--- src/rtl/game_port_paddle_timer_core_assert.svh ---
// Assertion macros shared by the game-port paddle timer RTL.
`ifndef GAME_PORT_PADDLE_TIMER_CORE_ASSERT_SVH
`define GAME_PORT_PADDLE_TIMER_CORE_ASSERT_SVH

// Same-cycle implication, sampled on clk and switched off while rst_n is low.
`define GPP_ASSERT_NOW(lbl, ante, cons) \
    lbl: assert property (@(posedge clk) disable iff (!rst_n) (ante) |-> (cons)) \
        else $error("gpp assertion failed");

// Next-cycle implication, sampled on clk and switched off while rst_n is low.
`define GPP_ASSERT_NEXT(lbl, ante, cons) \
    lbl: assert property (@(posedge clk) disable iff (!rst_n) (ante) |=> (cons)) \
        else $error("gpp assertion failed");

`endif

--- src/rtl/gpp_pkg.sv ---
// Types, addresses and the axis-to-delay arithmetic of the game-port paddle timer.
package gpp_pkg;

    localparam int AXES     = 4;
    localparam int AXIS_W   = 16;
    localparam int CYCLE_W  = 32;
    localparam int DELAY_W  = 12;

    localparam logic [7:0] ADDR_BUTTON0 = 8'h61;
    localparam logic [7:0] ADDR_BUTTON_END = 8'h64;
    localparam logic [7:0] ADDR_PADDLE0 = 8'h64;
    localparam logic [7:0] ADDR_PADDLE_END = 8'h68;
    localparam logic [7:0] ADDR_TRIGGER = 8'h70;
    localparam logic [7:0] BIT_HIGH     = 8'h80;
    localparam logic [8:0] SCALED_TOP   = 9'd255;
    localparam logic [8:0] SCALED_BOOST = 9'd280;

    typedef struct packed {
        logic                 load;
        logic [CYCLE_W-1:0]   cycle_count;
    } paddle_ctrl_t;

    // Delay in cycles for one axis position. The position is biased to 0..65535,
    // divided by 257 (estimate from the high byte, then one correction), the top
    // value is boosted, and the result is scaled by 2816/255. Since 2816 is 11*256,
    // floor(s*2816/255) = t + floor(t/255) with t = 11*s.
    function automatic logic [DELAY_W-1:0] axis_delay(input logic [AXIS_W-1:0] axis);
        logic [15:0]        biased;
        logic [7:0]         est;
        logic [16:0]        back;
        logic [8:0]         scaled;
        logic [DELAY_W-1:0] tri_s;
        logic [DELAY_W-1:0] quot;
        biased = axis ^ 16'h8000;
        est    = biased[15:8];
        back   = {1'b0, est, 8'h00} + {9'd0, est};
        if (back > {1'b0, biased})
            scaled = {1'b0, est - 8'd1};
        else
            scaled = {1'b0, est};
        if (scaled == SCALED_TOP)
            scaled = SCALED_BOOST;
        tri_s = ({3'd0, scaled} << 3) + ({3'd0, scaled} << 1) + {3'd0, scaled};
        quot  = (tri_s + 12'd1 + (tri_s >> 8)) >> 8;
        return tri_s + quot;
    endfunction

endpackage

--- src/rtl/gpp_paddle.sv ---
// One paddle timer: deadline register, reload on trigger and comparator.
module gpp_paddle
    import gpp_pkg::*;
(
    input  logic                     clk,
    input  logic                     rst_n,
    input  paddle_ctrl_t             ctrl,
    input  logic signed [AXIS_W-1:0] axis,
    output logic                     active
);

    logic [CYCLE_W-1:0] deadline_reg;
    logic [CYCLE_W-1:0] deadline_next;

    always_comb
    begin
        deadline_next = deadline_reg;
        if (ctrl.load)
            deadline_next = ctrl.cycle_count + {{(CYCLE_W-DELAY_W){1'b0}}, axis_delay(axis)};
    end

    always_ff @(posedge clk or negedge rst_n)
    begin
        if (!rst_n)
            deadline_reg <= '0;
        else
            deadline_reg <= deadline_next;
    end

    // The comparator sees the deadline as left by every earlier beat.
    assign active = ctrl.cycle_count < deadline_reg;

endmodule

--- src/rtl/game_port_paddle_timer_core.sv ---
// Top level of the game-port paddle timer: bus beat pipeline, decode and result.
// One bus access is accepted per cycle, back to back, and its byte is presented on
// the result side after it has passed through its stages: an input register, then
// one pass that decodes the address, compares the cycle count against the paddle
// deadlines and reloads all deadlines on an access to 0x70, then the result
// register. That pass holds the 32-bit deadline add and compare, which set the
// clock rate. A trigger beat takes effect for the very next beat. Reads return
// bit 7 as button or paddle level ORed with the floating-bus byte; writes return
// zero. Back-pressure on the result side stalls the input only once both
// registers are full.
`include "game_port_paddle_timer_core_assert.svh"

module game_port_paddle_timer_core
    import gpp_pkg::*;
#(
    parameter int PADDLES = 4
)
(
    input  logic         clk,
    input  logic         rst_n,
    input  logic         s_tvalid,
    output logic         s_tready,
    // address_low[7:0], cycle_count[39:8], buttons_pressed[42:40], axis_zero[58:43],
    // axis_one[74:59], axis_two[90:75], axis_three[106:91], floating_bus[114:107]
    input  logic [119:0] s_tdata,
    // write_flag[0]
    input  logic         s_tuser,
    output logic         m_tvalid,
    input  logic         m_tready,
    // read_data[7:0]
    output logic [7:0]   m_tdata
);

    logic                     s1_valid_reg;
    logic                     s1_valid_next;
    logic [7:0]               s1_addr_reg;
    logic                     s1_write_reg;
    logic [CYCLE_W-1:0]       s1_cycle_reg;
    logic [2:0]               s1_buttons_reg;
    logic signed [AXIS_W-1:0] s1_axis_reg [AXES];
    logic [7:0]               s1_bus_reg;

    logic       out_valid_reg;
    logic       out_valid_next;
    logic [7:0] out_data_reg;
    logic [7:0] out_data_next;

    logic            advance;
    logic            in_take;
    logic            pass_beat;
    logic            plain_read;
    logic            is_button;
    logic            is_paddle;
    logic            is_trigger;
    logic            bit_hi;
    logic [1:0]      button_idx;
    logic [AXES-1:0] paddle_active;
    paddle_ctrl_t    ctrl;

    assign advance   = !out_valid_reg || m_tready;
    assign s_tready  = !s1_valid_reg || advance;
    assign in_take   = s_tvalid && s_tready;
    assign pass_beat = s1_valid_reg && advance;

    always_comb
    begin
        s1_valid_next = s1_valid_reg;
        if (s_tready)
            s1_valid_next = s_tvalid;
    end

    always_ff @(posedge clk or negedge rst_n)
    begin
        if (!rst_n)
            s1_valid_reg <= 1'b0;
        else
            s1_valid_reg <= s1_valid_next;
    end

    always_ff @(posedge clk)
    begin
        if (in_take)
        begin
            s1_addr_reg    <= s_tdata[7:0];
            s1_write_reg   <= s_tuser;
            s1_cycle_reg   <= s_tdata[39:8];
            s1_buttons_reg <= s_tdata[42:40];
            s1_axis_reg[0] <= s_tdata[58:43];
            s1_axis_reg[1] <= s_tdata[74:59];
            s1_axis_reg[2] <= s_tdata[90:75];
            s1_axis_reg[3] <= s_tdata[106:91];
            s1_bus_reg     <= s_tdata[114:107];
        end
    end

    assign is_button  = (s1_addr_reg >= ADDR_BUTTON0) && (s1_addr_reg < ADDR_BUTTON_END);
    assign is_paddle  = (s1_addr_reg >= ADDR_PADDLE0) && (s1_addr_reg < ADDR_PADDLE_END);
    assign is_trigger = s1_addr_reg == ADDR_TRIGGER;
    assign button_idx = s1_addr_reg[1:0] - 2'd1;
    assign plain_read = pass_beat && !s1_write_reg && !is_button && !is_paddle;

    // Deadlines move only when the beat actually passes to the result register.
    assign ctrl.load        = pass_beat && is_trigger;
    assign ctrl.cycle_count = s1_cycle_reg;

    for (genvar p = 0; p < AXES; p++)
    begin : g_paddle
        if (p < PADDLES)
        begin : g_on
            gpp_paddle u_paddle (
                .clk    (clk),
                .rst_n  (rst_n),
                .ctrl   (ctrl),
                .axis   (s1_axis_reg[p]),
                .active (paddle_active[p])
            );
        end
        else
        begin : g_off
            assign paddle_active[p] = 1'b0;
        end
    end

    always_comb
    begin
        priority if (is_button)
            bit_hi = s1_buttons_reg[button_idx];
        else if (is_paddle)
            bit_hi = paddle_active[s1_addr_reg[1:0]];
        else
            bit_hi = 1'b0;
        if (s1_write_reg)
            out_data_next = 8'h00;
        else
            out_data_next = (bit_hi ? BIT_HIGH : 8'h00) | s1_bus_reg;
    end

    always_comb
    begin
        out_valid_next = out_valid_reg;
        if (advance)
            out_valid_next = s1_valid_reg;
    end

    always_ff @(posedge clk or negedge rst_n)
    begin
        if (!rst_n)
            out_valid_reg <= 1'b0;
        else
            out_valid_reg <= out_valid_next;
    end

    always_ff @(posedge clk)
    begin
        if (pass_beat)
            out_data_reg <= out_data_next;
    end

    assign m_tvalid = out_valid_reg;
    assign m_tdata  = out_data_reg;

    `GPP_ASSERT_NEXT(a_write_returns_zero, pass_beat && s1_write_reg, m_tdata == 8'h00)
    `GPP_ASSERT_NEXT(a_pass_gives_result, pass_beat, m_tvalid)
    `GPP_ASSERT_NOW(a_full_blocks_input, out_valid_reg && !m_tready && s1_valid_reg, !s_tready)
    `GPP_ASSERT_NEXT(a_plain_read_is_bus, plain_read, m_tdata == $past(s1_bus_reg))

endmodule
--- config.mk ---
export PLATFORM = sky130hd
export DESIGN_NAME = game_port_paddle_timer_core
export DESIGN_NICKNAME = d
export VERILOG_FILES = /design/src/rtl/gpp_pkg.sv /design/src/rtl/gpp_paddle.sv /design/src/rtl/game_port_paddle_timer_core.sv
export VERILOG_INCLUDE_DIRS = /design/src /design/src/rtl
export SDC_FILE = /design/constraint.sdc
export NUM_CORES = 1
export LEC_CHECK = 0
export BUFFER_PORTS_ARGS = -buffer_cell sky130_fd_sc_hd__buf_2
export CELL_PAD_IN_SITES_DETAIL_PLACEMENT = 0
export CELL_PAD_IN_SITES_GLOBAL_PLACEMENT = 1
export CORE_MARGIN = 2
export CORE_UTILIZATION = 27
export CTS_BUF_LIST = sky130_fd_sc_hd__clkbuf_2
export CTS_CLUSTER_SIZE = 20
export DETAILED_ROUTE_END_ITERATION = 6
export PLACE_DENSITY_LB_ADDON = 0.1
export REMOVE_ABC_BUFFERS = 1
export SYNTH_ARGS = -nofsm -noshare
export SYNTH_HDL_FRONTEND = slang
export SYNTH_HIERARCHICAL = 1
export SYNTH_SLANG_ARGS = --single-unit
--- constraint.sdc ---
create_clock -name clk -period 11 [get_ports clk]
set_clock_uncertainty 0.05 [all_clocks]
set_input_delay 2.2 -clock clk [delete_from_list [all_inputs] [get_ports clk]]
set_output_delay 2.2 -clock clk [all_outputs]
set_load 0.01 [all_outputs]
After elaboration in Yosys (flattened, before gate mapping)
Memories as Yosys holds them, arrays and structs flattened. Cells that the tools add are included.

Register bits: 190. Bits in latches: 0. Bits in writable memories: 64. ROM bits: 0. Bits of input ports: 125. Memories: 1.

Add/sub/neg operators: 33. Multiply operators: 0. Divide/modulo/power cells: 0. $lt $le $gt $ge: 14. Eq/ne operators: 5. Shifts and indexed selects: 0. Mux-type cells: 25. Bitwise gates (word level): 5. Reductions and logical operators: 9.

Memories: s1_axis_reg (words 4, bits a word 16, read ports 4, clocked after Yosys merged registers in 0, wr ports 4, RTL line game_port_paddle_timer_core.sv:40) `logic signed [AXIS_W-1:0] s1_axis_reg [AXES];`.

Operators by type and width (count): $add A32 B12 Y32 (4); $lt A32 B32 Y1 (4); $mux W9 (12); $add A12 B4 Y12 (8); $add A16 B8 Y17 (4); $gt A17 B16 Y1 (4); $add A12 B1 Y12 const B (4); $add A12 B10 Y12 (4); $add A12 B9 Y12 (4); $mux W8 (5); $eq A9 B8 Y1 const B (4); $sub A8 B1 Y8 const B (4); $ge A8 B7 Y1 const B (2); $lt A8 B7 Y1 const B (2); $eq A8 B7 Y1 const B (1); $or A8 B8 Y8 (1); $lt A2 B3 Y1 const B (2); $mux W1 (6); $logic_and A1 B1 Y1 (5); $bmux W1 S2 (2); $not A1 Y1 (4); $logic_not A1 Y1 (2); $logic_or A1 B1 Y1 (2); $sub A2 B1 Y2 const B (1).

Longest topological paths before layout
Gate-level depths: netlist of the first run. An unclocked memory read counts as a cell.

Word-level depth: 15. Gate-level depth with buffers: 45. Gate-level depth less buffers: 44.

Hierarchy
Netlist of the first run, hierarchy kept.

By module, submodules not included: gpp_paddle at g_paddle[0].g_on.u_paddle ... (instances 3, cells an instance 513, area an instance 4167.7 µm²); gpp_paddle at g_paddle[1].g_on.u_paddle (instances 1, cells an instance 528, area an instance 4280.4 µm²); game_port_paddle_timer_core (instances 1, cells an instance 158, area an instance 4005.1 µm²).

Worst setup path after synthesis of the first run
Ideal clock, no wire load.

Path type: register to register. Start: memory s1_axis_reg[2][10]. End: register g_paddle[2].g_on.u_paddle.deadline_reg[31]. Arrival: 8749 ps. Required time: 10873 ps. Setup slack: 2124 ps. Cell stages (with the launch flop): 40. Period minus slack after synthesis: 8876 ps. Cell sequence: edfxtp_1 > ha_1 > a211o_1 > a221o_1 > a221o_1 > nand3_1 > xnor2_1 > inv_1 > nor4_4 > nor2_1 > fa_1 > inv_1 > fa_1 > nor2b_1 > o31a_1 > o31a_1 > o21ai_0 > nand2b_1 > (+4 left out) > o311a_1 > o21ai_1 > xnor2_1 > ha_1 > fa_1 > a21o_1 > a21oi_1 > nand2b_1 > xnor2_1 > ha_1 > nand2_1 > nor4_1 > nor2_1 > a21o_1 > clkbuf_1 > or4b_2 > xor2_1 > a21oi_1.

RTL lines: start: declaration (RTL line game_port_paddle_timer_core.sv:40); end signal: assignment (RTL line gpp_paddle.sv:27) `deadline_reg <= deadline_next;`; end: declaration (RTL line gpp_paddle.sv:12) `logic [CYCLE_W-1:0] deadline_reg;`.

==> results.sh, run 1 <==
export IMPL_outcome="complete, no violations"
export IMPL_numCtsBuffers=82
export IMPL_period_share_pct=93.72
export IMPL_cts_tree="done"
export IMPL_yosysUniqueCellTypes=67
export IMPL_cp_max_fo=10
export IMPL_clk_insertion_delay_late_ns=1.09
export IMPL_worst_pin_slew_ns=0.9072
export IMPL_layoutNonFillerInstCount=3518
export IMPL_post_drt_wl_per_cell_microns=15.48
export IMPL_cpPeakStageDelay_ns=0.76
export IMPL_die_w_microns=281.5
export IMPL_grt_max_degree=176
export IMPL_clockBufferDepth=3
export IMPL_synth_warning_count=6
export IMPL_startpoint_type="flip-flop"
export IMPL_syn_avg_cell_area_sq_um=9.343
export IMPL_synth_area_sq_um=20790
export IMPL_max_slew_margin_pct=39.52
export IMPL_placed_cells=3364
export IMPL_crit_buf_inv=3
export IMPL_p_int_uw=2645
export IMPL_p_leak_uw=0.01060
export IMPL_via_per_inst=4.539
export IMPL_min_from="g_paddle[0].g_on.u_paddle/deadline_reg[0]"
export IMPL_num_rows=101
export IMPL_portBuffers=129
export IMPL_yosysSeqAreaShare_pct=33.56
export IMPL_vdd_drop_max_mv=0.09755
export IMPL_path_delay_family="compound AO/OA/AOI/OAI gates"
export IMPL_setup_worst_path_class="flip-flop to flip-flop"
export IMPL_fin_ws_ns=0.6907
export IMPL_reg2reg_depth=38
export IMPL_tns_ns=0
export IMPL_drtPass1Iterations=4
export IMPL_hold_violations=0
export IMPL_r2r_slack_ns=0.69
export IMPL_hold_path_endpoint="g_paddle[0].g_on.u_paddle/deadline_reg[0]"
export IMPL_grt_pass1_vias=16430
export IMPL_fin_crit_ns=10.31
export IMPL_cts_reportedPaths_clkPinSlew_ns=0.09
export IMPL_totalWireLength_mm=54.47
export IMPL_clock_sinks=254
export IMPL_end_kind="flip-flop"
export IMPL_largest_reg_flops=128
export IMPL_cts_hold_buf=0
export IMPL_drive_above_1_share_pct=13.63
export IMPL_regToRegStartpoint="s1_axis_reg[3][12]"
export IMPL_detail_route_antenna_nets=0
export IMPL_mostFrequentLayoutCells="ha_1, inv_1, nor2_1"
export IMPL_dieArea_sq_um=79230
export IMPL_die_h_microns=281.5
export IMPL_synth_ff_latch_count=254
export IMPL_regToRegEndpoint="g_paddle[3].g_on.u_paddle/deadline_reg[31]"
export IMPL_clockPowerShare_pct=16.9
export IMPL_synthArstFlopShare_pct=51.18
export IMPL_overflow=0
export IMPL_synth_edf_count=124
export IMPL_vias=15970
export IMPL_antenna_found_initial=2
export IMPL_synthFlopType="dfrtp_1"
export IMPL_power_density_nw_per_um2=203.3
export IMPL_nets=2864
export IMPL_routabilityCongestion=0.7469
export IMPL_clock_fmax_mhz=97.00
export IMPL_htree_levels=3
export IMPL_dp_hpwl_mm=39.43
export IMPL_combPwrFrac_pct=59.3
export IMPL_syn_inst=2225
export IMPL_initial_core_util_pct=27.33
export IMPL_p_switching_uw=2147
export IMPL_first_iter_violations=625
export IMPL_finish_utilization_pct=30.99
export IMPL_timing_critical_path_mode_cell="ha_1"
export IMPL_slowest_stage="or4b_2"
export IMPL_track_usage_pct=14.05
export IMPL_drc_errors=0
export IMPL_swShare_pct=44.81
export IMPL_maxCapViolCount=0
export IMPL_core_sq_um=76080
export IMPL_hold_class="flip-flop to flip-flop"
export IMPL_final_common_cell="ha_1"
export IMPL_num_io_pins=135
export IMPL_pre_cts_ws_ns=0.8010
export IMPL_setup_viol=0
export IMPL_required_ns=11.86
export IMPL_grt_pass1_wl_mm=88.41
export IMPL_hold_depth=1
export IMPL_crit_arrival_ns=11.17
export IMPL_areaGrowthSynthToFinish_pct=13.40
export IMPL_cts_root_buf="clkbuf_2"
export IMPL_seq_power_share_pct=23.8
export IMPL_drv_slew=0
[metrics by stage]
| step | instance area [sq um] | hold slack, ns | total power [uW] |
|---|---|---|---|
| finish | 23580 | 0.4631 | 4792 |
| global route | 23580 | 0.4839 | 5312 |
| CTS | 23530 | 0.4655 | 4896 |
| detailed placement | 22770 | 0.4488 | 4000 |
| global placement | 22770 | 0.4407 | 4002 |
| floorplan | 20620 | 0.4208 | 3338 |
[repair_timing]
item | CTS | global route
setup endpoints to repair | 0 | 22
gates resized for setup | 0 | 7
setup buffers | 0 | 2
[cell type report]
cell class              instances  area [sq um]
fillers                      8067         52500
multi-input cells            1660         12670
flip-flops and latches        254          6977
well taps                    1030          1289
inverters                     266         998.5
repair buffers                156         867.1
clock buffers                 126         630.6
clock inverters                25         136.4
diodes                          1         2.502
[cell families after synthesis]
family	Yosys count	share of synthesized area (%)
xor gates and xnor gates	228	9.606
buffers and inverters	311	5.627
muxes	19	1.035
DFF	254	33.56
and+or+nand+nor	608	15.00
other	4	0.07220
AOI/OAI and AO/OA	482	14.60
adders and majority gates	319	20.50
[metal layers]
layer / up-vias / track usage (%) / part of all wire, % / wire length (microns)
li1: 8215 / - / - / -
met5: - / 0 / 0.024 / 13
met3: 94 / 2.710 / 3.3 / 1814
met4: 2 / 4.514 / 2.7 / 1447
met2: 215 / 22.98 / 46 / 24890
met1: 7443 / 18.60 / 48 / 26310
[Yosys cell counts (all sizes together) (4+ instances only)]
cell	count	area share (%)
ha	283	17
inv	266	4.8
nor2	198	3.6
a21oi	184	4.4
xnor2	160	6.7
dfrtp	130	16
edfxtp	124	18
nand2	114	2.1
o21ai	91	2.2
a21o	83	3.0
xor2	68	2.9
nor2b	61	1.8
clkbuf	43	0.78
nor3	40	0.96
nand4	39	1.4
fa	36	3.5
nand3	32	0.77
nand2b	23	0.69
o21a	20	0.72
and3	17	0.51
nor4	16	0.77
or3	15	0.48
o211ai	13	0.47
a211oi	12	0.43
o31a	12	0.51
or2	11	0.33
and4	10	0.42
mux2	10	0.54
nor3b	10	0.36
mux2i	8	0.39
o21bai	8	0.29
a2111oi	7	0.32
a211o	6	0.25
a221o	6	0.29
o22ai	6	0.18
o311a	6	0.29
and2	5	0.15
nand3b	5	0.18
or3b	5	0.21
a31oi	4	0.12
conb	4	0.072
o31ai	4	0.14
[power groups by stage]
stage	logic, uW	clock network (uW)	registers (uW)
finish	2840	809	1140
global route	3230	925	1160
CTS	2870	881	1150
detailed placement	2830	0	1170
global placement	2840	0	1160
floorplan	2190	0	1150
[worst max-delay path by stage]
stage,start,to,slack [ns],depth (start not counted)
floorplan,m_tready,g_paddle[0].g_on.u_paddle/deadline_reg[0],-4.94,4
global placement,s1_axis_reg[3][12],g_paddle[3].g_on.u_paddle/deadline_reg[31],0.85,38
detailed placement,s1_axis_reg[2][12],g_paddle[2].g_on.u_paddle/deadline_reg[31],0.80,37
CTS,s1_axis_reg[2][12],g_paddle[2].g_on.u_paddle/deadline_reg[31],0.59,37
global route,s1_axis_reg[1][11],g_paddle[1].g_on.u_paddle/deadline_reg[29],-0.03,37
finish,s1_axis_reg[3][12],g_paddle[3].g_on.u_paddle/deadline_reg[31],0.69,38
Power figures use the tool's default switching activity.
==> inputs of run 2 (changes only) <==
--- a/config.mk
+++ b/config.mk
@@ -10,7 +10,7 @@
 export CELL_PAD_IN_SITES_DETAIL_PLACEMENT = 0
 export CELL_PAD_IN_SITES_GLOBAL_PLACEMENT = 1
 export CORE_MARGIN = 2
-export CORE_UTILIZATION = 27
+export CORE_UTILIZATION = 45
 export CTS_BUF_LIST = sky130_fd_sc_hd__clkbuf_2
 export CTS_CLUSTER_SIZE = 20
 export DETAILED_ROUTE_END_ITERATION = 6
==> run 2 against run 1 <==
Against the previous run: total power is 2.7% lower; sequential power about the same; hold slack gained 0.0024 ns; largest cell class unchanged; final area is 3.1% lower; sequential share of layout area increased by 0.94 points; maximum frequency grew 2.2%; count of clock-buffer cells in the layout down 19; cell count decreased by 13%.
==> results.sh, run 2 (same netlist as run 1, synthesis figures left out) <==
export IMPL_cts_root_buf="clkbuf_2"
export IMPL_startpoint_type="flip-flop"
export IMPL_drc_errors=0
export IMPL_hold_violations=0
export IMPL_cp_max_fo=10
export IMPL_htree_levels=3
export IMPL_core_sq_um=45480
export IMPL_drtPass1Iterations=4
export IMPL_largest_reg_flops=128
export IMPL_clockBufferDepth=3
export IMPL_nets=2842
export IMPL_reg2reg_depth=37
export IMPL_grt_pass1_vias=16440
export IMPL_portBuffers=129
export IMPL_cts_reportedPaths_clkPinSlew_ns=0.09
export IMPL_slowest_stage="or4b_2"
export IMPL_cts_tree="done"
export IMPL_max_slew_margin_pct=36.19
export IMPL_p_leak_uw=0.01047
export IMPL_cpPeakStageDelay_ns=0.75
export IMPL_end_kind="flip-flop"
export IMPL_antenna_found_initial=2
export IMPL_clk_insertion_delay_late_ns=0.98
export IMPL_outcome="complete, no violations"
export IMPL_cp_startpoint="s1_axis_reg[2][12]"
export IMPL_num_io_pins=135
export IMPL_timing_critical_path_mode_cell="ha_1"
export IMPL_track_usage_pct=20.70
export IMPL_routabilityCongestion=0.8104
export IMPL_vdd_drop_max_mv=0.1111
export IMPL_dp_hpwl_mm=34.85
export IMPL_fin_ws_ns=0.9115
export IMPL_first_iter_violations=645
export IMPL_rsz0062_at_grt="false"
export IMPL_clock_fmax_mhz=99.12
export IMPL_regToRegStartpoint="s1_axis_reg[2][12]"
export IMPL_die_w_microns=218.9
export IMPL_num_rows=78
export IMPL_whs_ns=0.4655
export IMPL_required_ns=11.86
export IMPL_pre_cts_ws_ns=0.8411
export IMPL_clock_sinks=254
export IMPL_min_from="g_paddle[0].g_on.u_paddle/deadline_reg[0]"
export IMPL_period_share_pct=91.71
export IMPL_power_density_nw_per_um2=204.1
export IMPL_drv_slew=0
export IMPL_fin_crit_ns=10.09
export IMPL_regToRegEndpoint="g_paddle[2].g_on.u_paddle/deadline_reg[31]"
export IMPL_grt_max_degree=154
export IMPL_overflow=0
export IMPL_vias=16070
export IMPL_hold_class="flip-flop to flip-flop"
export IMPL_mostFrequentLayoutCells="ha_1, inv_1, nor2_1"
export IMPL_cts_hold_buf=0
export IMPL_hold_path_endpoint="g_paddle[0].g_on.u_paddle/deadline_reg[0]"
export IMPL_crit_arrival_ns=10.95
export IMPL_setup_worst_path_class="flip-flop to flip-flop"
export IMPL_post_drt_wl_per_cell_microns=15.71
export IMPL_via_per_inst=5.254
export IMPL_die_h_microns=218.9
export IMPL_dieArea_sq_um=47930
export IMPL_drive_above_1_share_pct=12.59
export IMPL_totalWireLength_mm=48.03
export IMPL_hold_depth=1
export IMPL_initial_core_util_pct=45.71
export IMPL_grt_pass1_wl_mm=80.07
export IMPL_final_common_cell="ha_1"
export IMPL_worst_pin_slew_ns=0.9572
export IMPL_detail_route_antenna_nets=0
export IMPL_maxCapViolCount=0
export IMPL_areaGrowthSynthToFinish_pct=9.925
export IMPL_numCtsBuffers=74
export IMPL_setup_viol=0
export IMPL_r2r_slack_ns=0.91
-- run 2: cell types whose count changed in the layout (fill, tap and decap cells not counted) --
cell       previous run  this run
a2111oi_0             3         6
a2111oi_1             3         0
a311oi_1              1         2
a311oi_2              1         0
buf_4                26        12
bufinv_16             1         2
clkbuf_2            126       107
clkinv_1             18        15
clkinv_2              1         5
clkinv_4              3         0
diode_2               1         3
inv_2                 2         4
o21ai_0              87        88
o21ai_1               4         3
-- run 2: per-layer routing --
metal | up-vias | track usage, % | routed length [microns]
met4 | 0 | 6.351 | 1035
met3 | 80 | 3.909 | 1520
met1 | 7640 | 26.43 | 22560
met2 | 209 | 35.45 | 22910
met5 | - | 0 | 0
li1 | 8137 | - | -
-- run 2: report_power, final --
part	switching, uW	internal, uW	leakage, uW
clock	433	309	0.000533
combinational	1550	1220	0.00717
sequential	71.4	1080	0.00277
total	2060	2610	0.0105
-- run 2: worst max path at each step --
| stage | endpoint | slack (ns) | cells after the start |
|---|---|---|---|
| CTS | g_paddle[2].g_on.u_paddle/deadline_reg[31] | 0.80 | 37 |
| finish | g_paddle[2].g_on.u_paddle/deadline_reg[31] | 0.91 | 37 |
| floorplan | g_paddle[0].g_on.u_paddle/deadline_reg[0] | -4.94 | 4 |
| global placement | g_paddle[2].g_on.u_paddle/deadline_reg[31] | 1.0 | 37 |
| detailed placement | g_paddle[2].g_on.u_paddle/deadline_reg[31] | 0.84 | 37 |
| global route | g_paddle[0].g_on.u_paddle/deadline_reg[31] | 0.09 | 42 |
-- run 2: repair_timing --
item                       CTS  global route
buffers inserted             0             1
resized for setup            0             2
setup endpoints to repair    0             1
-- run 2: cell type report --
type / count / area, sq um
flip-flops and latches: 254 / 6977
well taps: 600 / 750.7
clock buffers: 107 / 535.5
diodes: 3 / 7.507
fillers: 4355 / 22630
inverters: 266 / 998.5
clock inverters: 26 / 156.4
multi-input cells: 1660 / 12660
repair buffers: 142 / 762.0
-- run 2: worst max-delay path: cells and delay by family (launching register included) --
family,cells,cell delay (ns)
mux,2,0.41
compound gates,14,3.24
flops,1,0.51
simple gates,10,2.55
xor+xnor,4,0.75
fa+ha+maj,7,2.51
-- run 2: metrics by stage --
step	cell area, sq um	std cells	TNS (ns)	power, uW	utilization [%]
finish	22850	3058	0	4664	50.25
global route	22850	3058	0	5146	50.25
CTS	22820	3054	0	4724	50.18
detailed placement	22130	2921	0	3928	48.66
global placement	22130	2921	0	3887	48.66
floorplan	20620	2180	-530.44	3338	-
